[config.mk]
export PLATFORM = sky130hd
export DESIGN_NAME = humidity_temperature_conversion_top
export DESIGN_NICKNAME = d
export VERILOG_FILES = /design/src/design/htc_pkg.sv /design/src/design/htc_recip_div.sv /design/src/design/humidity_temperature_conversion_top.sv
export VERILOG_INCLUDE_DIRS = /design/src /design/src/design
export SDC_FILE = /design/constraint.sdc
export NUM_CORES = 2
export LEC_CHECK = 0
export ABC_AREA = 1
export BUFFER_PORTS_ARGS = -buffer_cell sky130_fd_sc_hd__clkbuf_2
export CAP_MARGIN = 20
export CORE_UTILIZATION = 45
export CTS_CLUSTER_DIAMETER = 100
export DETAILED_ROUTE_END_ITERATION = 16
export MAX_ROUTING_LAYER = met4
export SLEW_MARGIN = 20
export SYNTH_ARGS = -nofsm -noshare
export SYNTH_HDL_FRONTEND = slang
export SYNTH_SLANG_ARGS = --single-unit
[constraint.sdc]
create_clock -name clk -period 11.3 [get_ports clk]
set_input_delay 1.13 -clock clk [delete_from_list [all_inputs] [get_ports clk]]
set_output_delay 1.13 -clock clk [all_outputs]
set_load 0.05 [all_outputs]
[src/design/humidity_temperature_conversion_top_defines.svh]
// Assertion macros shared by the humidity and temperature conversion RTL.
// Depends on nothing. The including module must have clk and arst_n in scope.
`ifndef HUMIDITY_TEMPERATURE_CONVERSION_TOP_DEFINES_SVH
`define HUMIDITY_TEMPERATURE_CONVERSION_TOP_DEFINES_SVH

// Checks a property on every rising clock edge outside reset.
`define HTC_ASSERT(lbl, prop, msg) \
	lbl: assert property (@(posedge clk) disable iff (!arst_n) (prop)) else $error(msg);

// Checks that a condition implies a consequence in the same cycle.
`define HTC_ASSERT_IMP(lbl, pre, post, msg) \
	lbl: assert property (@(posedge clk) disable iff (!arst_n) (pre) |-> (post)) else $error(msg);

`endif

[src/design/htc_pkg.sv]
// Package for the humidity and temperature conversion block: widths, constants, types.
// Depends on nothing; used by the top level and the reciprocal divider.
package htc_pkg;

	// Stream payload widths.
	localparam int unsigned RT_W      = 14;
	localparam int unsigned RH_W      = 12;
	localparam int unsigned S_TDATA_W = 32;
	localparam int unsigned CENTI_W   = 15;
	localparam int unsigned MILLI_W   = 19;
	localparam int unsigned HUM_W     = 16;
	localparam int unsigned M_TDATA_W = 56;
	localparam int unsigned M_TUSER_W = 2;

	// Number of pipeline stages from input register to output register.
	localparam int unsigned NSTG = 8;

	// Configuration register indexes.
	typedef enum logic [1:0] {
		REG_SUPPLY_IS_5V = 2'd0,
		REG_SENSOR_IS_V4 = 2'd1
	} reg_idx_t;

	// Temperature offsets in 0.01 C and 0.001 F.
	localparam logic signed [15:0] OFS_C_5V = 16'sd4010;
	localparam logic signed [15:0] OFS_C_LV = 16'sd3966;
	localparam logic signed [19:0] OFS_F_5V = 20'sd40200;
	localparam logic signed [19:0] OFS_F_LV = 20'sd39400;
	localparam logic [4:0]         F_GAIN   = 5'd18;
	localparam logic signed [15:0] T_LO     = -16'sd4000;
	localparam logic signed [15:0] T_HI     = 16'sd12500;
	localparam logic signed [15:0] T_REF    = 16'sd2500;
	localparam logic [12:0]        RH_OFS   = 13'd125;

	// Fahrenheit minus eighteen times Celsius, per supply setting.
	localparam int F_GAP_5V = 31980;
	localparam int F_GAP_LV = 31988;

	// Humidity accumulator, scaled to 5e-10 %RH per unit.
	localparam int unsigned H_W = 41;
	localparam int unsigned C2_W = 27;
	localparam int unsigned C3_W = 13;
	localparam logic signed [H_W-1:0] C1_V3 = -41'sd8000000000;
	localparam logic signed [H_W-1:0] C1_V4 = -41'sd4093600000;
	localparam logic [C2_W-1:0]       C2_V3 = 27'd81000000;
	localparam logic [C2_W-1:0]       C2_V4 = 27'd73400000;
	localparam logic [C3_W-1:0]       C3_V3 = 13'd5600;
	localparam logic [C3_W-1:0]       C3_V4 = 13'd3191;
	localparam logic signed [H_W-1:0] T_GAIN = 41'sd1600;
	localparam logic signed [H_W-1:0] HUM_HI = 41'sd200000000000;

	// Floor division by 2e7: shift by 8, then divide by 78125 through a reciprocal.
	localparam int unsigned H_SHIFT   = 8;
	localparam int unsigned XU_W      = 31;
	localparam int unsigned DIV_SHIFT = 31;
	localparam int unsigned RECIP_W   = 15;
	localparam int unsigned Q0_W      = 15;
	localparam int unsigned R_W       = 18;
	localparam int unsigned PROD_W    = XU_W + RECIP_W;
	localparam logic [R_W-1:0]       DIV_D     = 18'd78125;
	localparam logic [RECIP_W-1:0]   DIV_RECIP = RECIP_W'((64'd1 << DIV_SHIFT) / 64'd78125);
	localparam logic signed [16:0]   DIV_K     = 17'sd2048;
	localparam logic signed [H_W-1:0] DIV_BIAS = 41'sd160000000;

	// Temperature results that travel alongside the humidity computation.
	typedef struct packed {
		logic [CENTI_W-1:0] centi;
		logic [MILLI_W-1:0] milli;
		logic               tvalid;
	} temp_t;

endpackage

[src/design/htc_recip_div.sv]
// Three-stage floor division of a biased non-negative value by 78125.
// Depends on htc_pkg; stage loads come from the pipeline control in the top level.
module htc_recip_div (
	input  logic                          clk,
	input  logic [2:0]                    ld,
	input  logic [htc_pkg::XU_W-1:0]      xu,
	output logic signed [htc_pkg::HUM_W-1:0] q
);
	import htc_pkg::*;

	logic [PROD_W-1:0]  prod;
	logic [31:0]        qd;
	logic [31:0]        diff;
	logic signed [16:0] qs;

	logic [XU_W-1:0]    xu_s6;
	logic [Q0_W-1:0]    q0_s6;
	logic [Q0_W-1:0]    q0_s7;
	logic [R_W-1:0]     r_s7;
	logic signed [HUM_W-1:0] q_s8;

	// The estimate is the true quotient or one below it.
	assign prod = PROD_W'(xu) * PROD_W'(DIV_RECIP);
	assign qd   = 32'(q0_s6) * 32'(DIV_D);
	assign diff = 32'(xu_s6) - qd;
	assign qs   = $signed({2'b00, q0_s7}) + ((r_s7 >= DIV_D) ? 17'sd1 : 17'sd0) - DIV_K;

	always_ff @(posedge clk) begin
		if (ld[0]) begin
			xu_s6 <= xu;
			q0_s6 <= prod[PROD_W-1:DIV_SHIFT];
		end
		if (ld[1]) begin
			q0_s7 <= q0_s6;
			r_s7  <= diff[R_W-1:0];
		end
		if (ld[2]) begin
			q_s8 <= qs[HUM_W-1:0];
		end
	end

	assign q = q_s8;

endmodule

[src/design/humidity_temperature_conversion_top.sv]
// Top level of the humidity and temperature conversion pipeline.
// Depends on htc_pkg, htc_recip_div and humidity_temperature_conversion_top_defines.svh.
//
// One raw temperature and raw humidity pair enters per transfer on the slave stream and
// one result leaves per transfer on the master stream, in order. The block takes a new
// reading every clock unless a master stall has filled all stages; the pipeline depth is
// set by the chain of multipliers (temperature, products of the humidity polynomial, the
// sum, and a three-stage reciprocal divider that floors to 0.01 %RH). A stall on the
// master side holds every full stage in place while empty stages keep filling, so a
// backed-up output still lets up to eight readings be accepted. Temperature comes out in
// 0.01 C and 0.001 F, humidity in 0.01 %RH floored toward minus infinity, and two flags
// on tuser mark a Celsius value within -40..125 C and an exact humidity within 0..100 %RH.
// The two configuration registers (supply selection and sensor generation) reset to zero
// and are written through the cfg channel, which is always ready; they must only change
// while the pipeline is empty.
module humidity_temperature_conversion_top (
	input  logic                            clk,
	input  logic                            arst_n,
	input  logic                            cfg_valid,
	output logic                            cfg_ready,
	input  logic [1:0]                      cfg_index,
	input  logic                            cfg_data,
	input  logic                            s_tvalid,
	output logic                            s_tready,
	// raw_temperature [13:0], raw_humidity [25:14], zero fill above
	input  logic [htc_pkg::S_TDATA_W-1:0]   s_tdata,
	output logic                            m_tvalid,
	input  logic                            m_tready,
	// temperature_centi_c [14:0], temperature_milli_f [33:15], humidity_centi_pct [49:34],
	// zero fill above
	output logic [htc_pkg::M_TDATA_W-1:0]   m_tdata,
	// temperature_valid [0], humidity_valid [1]
	output logic [htc_pkg::M_TUSER_W-1:0]   m_tuser
);
	import htc_pkg::*;

	`include "humidity_temperature_conversion_top_defines.svh"

	// Configuration registers.
	logic supply_q;
	logic v4_q;

	assign cfg_ready = 1'b1;

	always_ff @(posedge clk or negedge arst_n) begin
		if (!arst_n) begin
			supply_q <= 1'b0;
			v4_q     <= 1'b0;
		end else if (cfg_valid) begin
			unique case (cfg_index)
				REG_SUPPLY_IS_5V: supply_q <= cfg_data;
				REG_SENSOR_IS_V4: v4_q     <= cfg_data;
				default: ;
			endcase
		end
	end

	// Pipeline control: a stage loads when it is empty or its contents move on.
	logic [NSTG:1] vld;
	logic [NSTG:1] ld;
	logic [NSTG:1] vin;

	always_comb begin
		ld[NSTG] = !vld[NSTG] || m_tready;
		for (int k = NSTG - 1; k >= 1; k--) begin
			ld[k] = !vld[k] || ld[k+1];
		end
	end

	assign vin      = {vld[NSTG-1:1], s_tvalid};
	assign s_tready = ld[1];
	assign m_tvalid = vld[NSTG];

	always_ff @(posedge clk or negedge arst_n) begin
		if (!arst_n) begin
			vld <= '0;
		end else begin
			for (int k = 1; k <= NSTG; k++) begin
				if (ld[k]) begin
					vld[k] <= vin[k];
				end
			end
		end
	end

	// Temperature results ride along with the humidity data. Stage 1 computes them and
	// every later stage passes them on.
	temp_t tmp_s [1:NSTG];

	// Stage 1: temperature conversions.
	logic [RT_W-1:0]    rt;
	logic [RH_W-1:0]    rh_s1;
	logic signed [15:0] centi_w;
	logic [18:0]        rt18;
	logic signed [19:0] milli_w;

	assign rt      = s_tdata[RT_W-1:0];
	assign centi_w = $signed({2'b00, rt}) - (supply_q ? OFS_C_5V : OFS_C_LV);
	assign rt18    = 19'(rt) * 19'(F_GAIN);
	assign milli_w = $signed({1'b0, rt18}) - (supply_q ? OFS_F_5V : OFS_F_LV);

	always_ff @(posedge clk) begin
		if (ld[1]) begin
			rh_s1           <= s_tdata[RT_W+RH_W-1:RT_W];
			tmp_s[1].centi  <= centi_w[CENTI_W-1:0];
			tmp_s[1].milli  <= milli_w[MILLI_W-1:0];
			tmp_s[1].tvalid <= (centi_w >= T_LO) && (centi_w <= T_HI);
		end
		for (int k = 2; k <= NSTG; k++) begin
			if (ld[k]) begin
				tmp_s[k] <= tmp_s[k-1];
			end
		end
	end

	// Stage 2: first-level products of the humidity polynomial.
	logic signed [15:0] tdiff;
	logic [12:0]        rhp;
	logic [C2_W-1:0]    c2_sel;
	logic signed [29:0] tprod_s2;
	logic [38:0]        c2rh_s2;
	logic [23:0]        rhsq_s2;

	assign tdiff  = $signed({tmp_s[1].centi[CENTI_W-1], tmp_s[1].centi}) - T_REF;
	assign rhp    = 13'(rh_s1) + RH_OFS;
	assign c2_sel = v4_q ? C2_V4 : C2_V3;

	always_ff @(posedge clk) begin
		if (ld[2]) begin
			tprod_s2 <= 30'(tdiff) * $signed({17'd0, rhp});
			c2rh_s2  <= 39'(c2_sel) * 39'(rh_s1);
			rhsq_s2  <= 24'(rh_s1) * 24'(rh_s1);
		end
	end

	// Stage 3: quadratic term, temperature correction and the constant plus linear term.
	logic [C3_W-1:0]          c3_sel;
	logic [36:0]              c3p_s3;
	logic signed [H_W-1:0]    t16_s3;
	logic signed [H_W-1:0]    a_s3;

	assign c3_sel = v4_q ? C3_V4 : C3_V3;

	always_ff @(posedge clk) begin
		if (ld[3]) begin
			c3p_s3 <= 37'(c3_sel) * 37'(rhsq_s2);
			t16_s3 <= H_W'(tprod_s2) * T_GAIN;
			a_s3   <= (v4_q ? C1_V4 : C1_V3) + $signed({2'b00, c2rh_s2});
		end
	end

	// Stage 4: exact humidity in units of 5e-10 %RH.
	logic signed [H_W-1:0] h_s4;

	always_ff @(posedge clk) begin
		if (ld[4]) begin
			h_s4 <= a_s3 + t16_s3 - $signed({4'b0000, c3p_s3});
		end
	end

	// Stage 5: range flag, and the floor shift plus bias that makes the dividend positive.
	logic signed [H_W-1:0] hsh;
	logic signed [H_W-1:0] xw;
	logic [XU_W-1:0]       xu_s5;
	logic                  hv_s [5:NSTG];

	assign hsh = h_s4 >>> H_SHIFT;
	assign xw  = hsh + DIV_BIAS;

	always_ff @(posedge clk) begin
		if (ld[5]) begin
			xu_s5   <= xw[XU_W-1:0];
			hv_s[5] <= !h_s4[H_W-1] && (h_s4 <= HUM_HI);
		end
		for (int k = 6; k <= NSTG; k++) begin
			if (ld[k]) begin
				hv_s[k] <= hv_s[k-1];
			end
		end
	end

	// Stages 6 to 8: division by 78125 and removal of the bias.
	logic signed [HUM_W-1:0] hum_q;

	htc_recip_div u_div (
		.clk (clk),
		.ld  (ld[NSTG:6]),
		.xu  (xu_s5),
		.q   (hum_q)
	);

	assign m_tdata = {{(M_TDATA_W - HUM_W - MILLI_W - CENTI_W){1'b0}},
		hum_q, tmp_s[NSTG].milli, tmp_s[NSTG].centi};
	assign m_tuser = {hv_s[NSTG], tmp_s[NSTG].tvalid};

	// The temperature flag must agree with the Celsius value it travels with.
	`HTC_ASSERT_IMP(a_tvalid_match, m_tvalid,
		m_tuser[0] == (($signed(m_tdata[14:0]) >= -4000) && ($signed(m_tdata[14:0]) <= 12500)),
		"temperature flag disagrees with Celsius value")

	// A humidity flagged in range must have floored into 0..100 %RH.
	`HTC_ASSERT_IMP(a_hvalid_range, m_tvalid && m_tuser[1],
		($signed(m_tdata[49:34]) >= 0) && ($signed(m_tdata[49:34]) <= 10000),
		"humidity flagged valid but out of range")

	// Fahrenheit and Celsius come from the same raw reading.
	`HTC_ASSERT_IMP(a_f_c_pair, m_tvalid,
		($signed(m_tdata[33:15]) - 18 * $signed(m_tdata[14:0]) == F_GAP_5V) ||
		($signed(m_tdata[33:15]) - 18 * $signed(m_tdata[14:0]) == F_GAP_LV),
		"Fahrenheit and Celsius results are misaligned")

	// An accepted reading always lands in the first stage.
	`HTC_ASSERT(a_accept_lands, (s_tvalid && s_tready) |=> vld[1], "accepted reading was not captured")

endmodule
==> out/metrics.yaml <==
run_status:
  outcome: "finished clean"
sta:
  tightestPinTransition_ns: 0.978
  finalHoldViolations: 0
  drv_slew: 0
  slew_headroom: 0.348
  finalSetupViolCount: 0
  fmax_mhz: 129
  setup_tns_ns: 0
  skew_ns: 0.0538
  rsz0062_at_grt: "false"
  min_period_ns: 7.77
  period_share: 0.687
routing:
  vias: 46300
  final_antenna_net_count: 0
  route.detailed.drc: 0
  drt_first_pass_iters: 6
  detailedRoute.firstIterationViolations: 2678
  wirelength_mm: 159
  post_drt_wl_per_cell_um: 17.0
  vias_per_cell: 4.92
critical_path:
  cp.arrival_ns: 8.21
  worstSetupPathType: "flip-flop to flip-flop"
  cp_num_cells: 27
  cp_slowest_stage_delay_ns: 0.67
  critPathLaunchType: "flip-flop"
  cp.required_ns: 11.74
  cp_slowest_cell: "fa_1"
  cp_num_buf_inv: 9
  path_max_fanout: 28
  crit_top_cell: "inv_1"
  path_delay_family: "adder cells"
  endpoint_kind: "flip-flop"
  r2r.worst_path.cells: 27
grt:
  grt_max_degree: 81
  grt_pass1_wl_mm: 260
  grt_pass1_vias: 48900
  track_usage: 0.217
  grt-ovfl-total: 0
  antenna_found_initial: 3
logic_synthesis:
  synth_seq_cells: 634
  synthSimpleGateAreaFrac: 0.112
  syn_inst: 7211
  yosysSeqAreaShare: 0.272
  ys.flop_type: "edfxtp_1"
  synth_edf_count: 624
  synth_compound_area_frac: 0.0535
  synth_top_family_by_area: "adder cells"
  syn-cell-area_um2: 69900
  ys_warn_count: 0
  async_flop_share: 0.0158
  synth_mux_area_frac: 0
  synthAdderAreaFrac: 0.415
  syn_avg_cell_area_um2: 9.69
  netlist-cell-type-count: 60
  synthXorXnorAreaFrac: 0.0383
clocking:
  cts_tree: "yes"
  path_clk_slew_ns: 0.06
  cts_repair_resize_count: 0
  cts.sinks: 634
  h-tree-depth: 3
  cts_root_buffer: "clkbuf_16"
  postCtsSetupBuffers: 0
  numCtsBuffers: 71
  clock_latency_ns: 0.69
  cts.path.max_buffers: 3
  holdBufCountCts: 0
final_layout:
  post_layout_nonfiller_instances: 9405
  fillCellCount: 14400
  antennaDiodeCount: 0
  postLayoutCellArea_um2: 74800
  drive_gt1_frac: 0.0414
  area_delta_synth_final_pct: 7.04
  final_common_cell: "inv_1"
  fin_nets: 9098
  final_cell_mix: "inv_1, nand2_1, fa_1, ha_1, edfxtp_1"
floorplanning:
  die_w_um: 396
  die_area_um2: 157000
  core_um2: 154000
  start_util: 0.453
  row_count: 144
  ioPinCount: 101
  die_h_um: 396
job:
  drv_cap: 0
placement:
  gp_congestion: 0.967
  dpl_cell_area_um2: 72500
  dp.cells: 9274
  io_buffers: 86
  hpwl_mm: 136
worst_hold_path:
  min_delay_path_depth: 0
  hp-class: "flip-flop to flip-flop"
==> cells by family (layout without fill, tap and decap cells) <==
| group | Yosys count | in the layout |
|---|---|---|
| buf+inv | 1976 | 2120 |
| simple gates | 1887 | 1887 |
| fa+ha+maj | 1755 | 1755 |
| compound gates | 657 | 657 |
| flops | 634 | 634 |
| xor+xnor | 300 | 300 |
| other cells | 2 | 8 |
==> cell usage after synthesis (3+ instances only) <==
cell | n | area [um2]
a211oi_1 | 4 | 30.0
a21boi_0 | 8 | 60.1
a21o_1 | 33 | 248
a21oi_1 | 281 | 1410
a21oi_2 | 5 | 43.8
a31oi_1 | 34 | 213
and2_1 | 3 | 18.8
buf_2 | 6 | 30.0
buf_4 | 46 | 345
buf_6 | 3 | 33.8
clkbuf_1 | 44 | 165
clkinv_1 | 4 | 15.0
dfrtp_1 | 10 | 250
edfxtp_1 | 624 | 18700
fa_1 | 938 | 18800
ha_1 | 817 | 10200
inv_1 | 1864 | 7000
inv_2 | 9 | 33.8
nand2_1 | 997 | 3740
nand2_2 | 20 | 125
nand3_1 | 186 | 931
nand3b_1 | 14 | 105
nand4_1 | 60 | 375
nor2_1 | 498 | 1870
nor2_2 | 7 | 43.8
nor3_1 | 58 | 290
nor3b_1 | 4 | 30.0
nor4_1 | 14 | 87.6
nor4_2 | 3 | 37.5
o2111ai_1 | 3 | 26.3
o211ai_1 | 11 | 82.6
o21a_1 | 5 | 37.5
o21ai_0 | 198 | 991
o21ai_1 | 13 | 65.1
o21ai_2 | 11 | 96.3
o21bai_1 | 26 | 195
o31ai_1 | 9 | 67.6
or2_2 | 12 | 75.1
xnor2_1 | 74 | 648
xor2_1 | 221 | 1940
xor2_2 | 4 | 65.1
==> cell type report <==
cell class / instances / area, um2 / area share
inverter: 1877 / 7050 / 0.0943
clock inverter: 41 / 397 / 0.00530
clock buffer: 90 / 1870 / 0.0250
multi-input combinational: 4607 / 43300 / 0.579
timing repair buffer: 112 / 626 / 0.00837
sequential: 634 / 19000 / 0.254
tap: 2044 / 2560 / 0.0342
==> sequential cells by signal, indices dropped and copies added, names as in the netlist, 4 cells and up <==
name	cells
c2rh_s2	33
t16_s3	35
h_s4	40
xu_s5	31
tprod_s2	30
u_div.xu_s6	18
u_div.q	16
u_div.r_s7	18
rh_s1	12
c3p_s3	36
hv_s	4
rhsq_s2	22
vld	8
a_s3	35
u_div.q0_s7	15
tmp_s	264
u_div.q0_s6	15
==> final timing paths <==
kind                            slack (ns)          start       endpoint
worst max register to register        3.53       rh_s1[0]   tprod_s2[29]
worst max-delay path                  3.53       rh_s1[0]   tprod_s2[29]
min in group asynchronous             0.44         arst_n         vld[5]
worst min register to register        0.40  tmp_s[0][190]  tmp_s[0][225]
worst min-delay path                  0.40  tmp_s[0][190]  tmp_s[0][225]
max in group asynchronous            10.42         arst_n           v4_q
==> per-stage QoR <==
step	setup slack [ns]	utilization	hold slack, ns
detailed placement	3.49	0.471	0.405
floorplan	0.549	-	0.400
global route	2.98	0.485	0.396
global placement	3.56	0.471	0.402
finish	3.53	0.485	0.397
CTS	3.48	0.485	0.386
==> layer usage <==
layer | GRT usage | vias up | part of all wire
met4 | 0.0467 | 0 | 0.020
met5 | - | - | 0
met3 | 0.0205 | 178 | 0.033
met1 | 0.288 | 22700 | 0.46
met2 | 0.360 | 797 | 0.48
li1 | - | 22600 | -
Power is left out: the tool's default activity adds up to more than one toggle a clock period on the data nets, which glitch-free logic cannot reach.
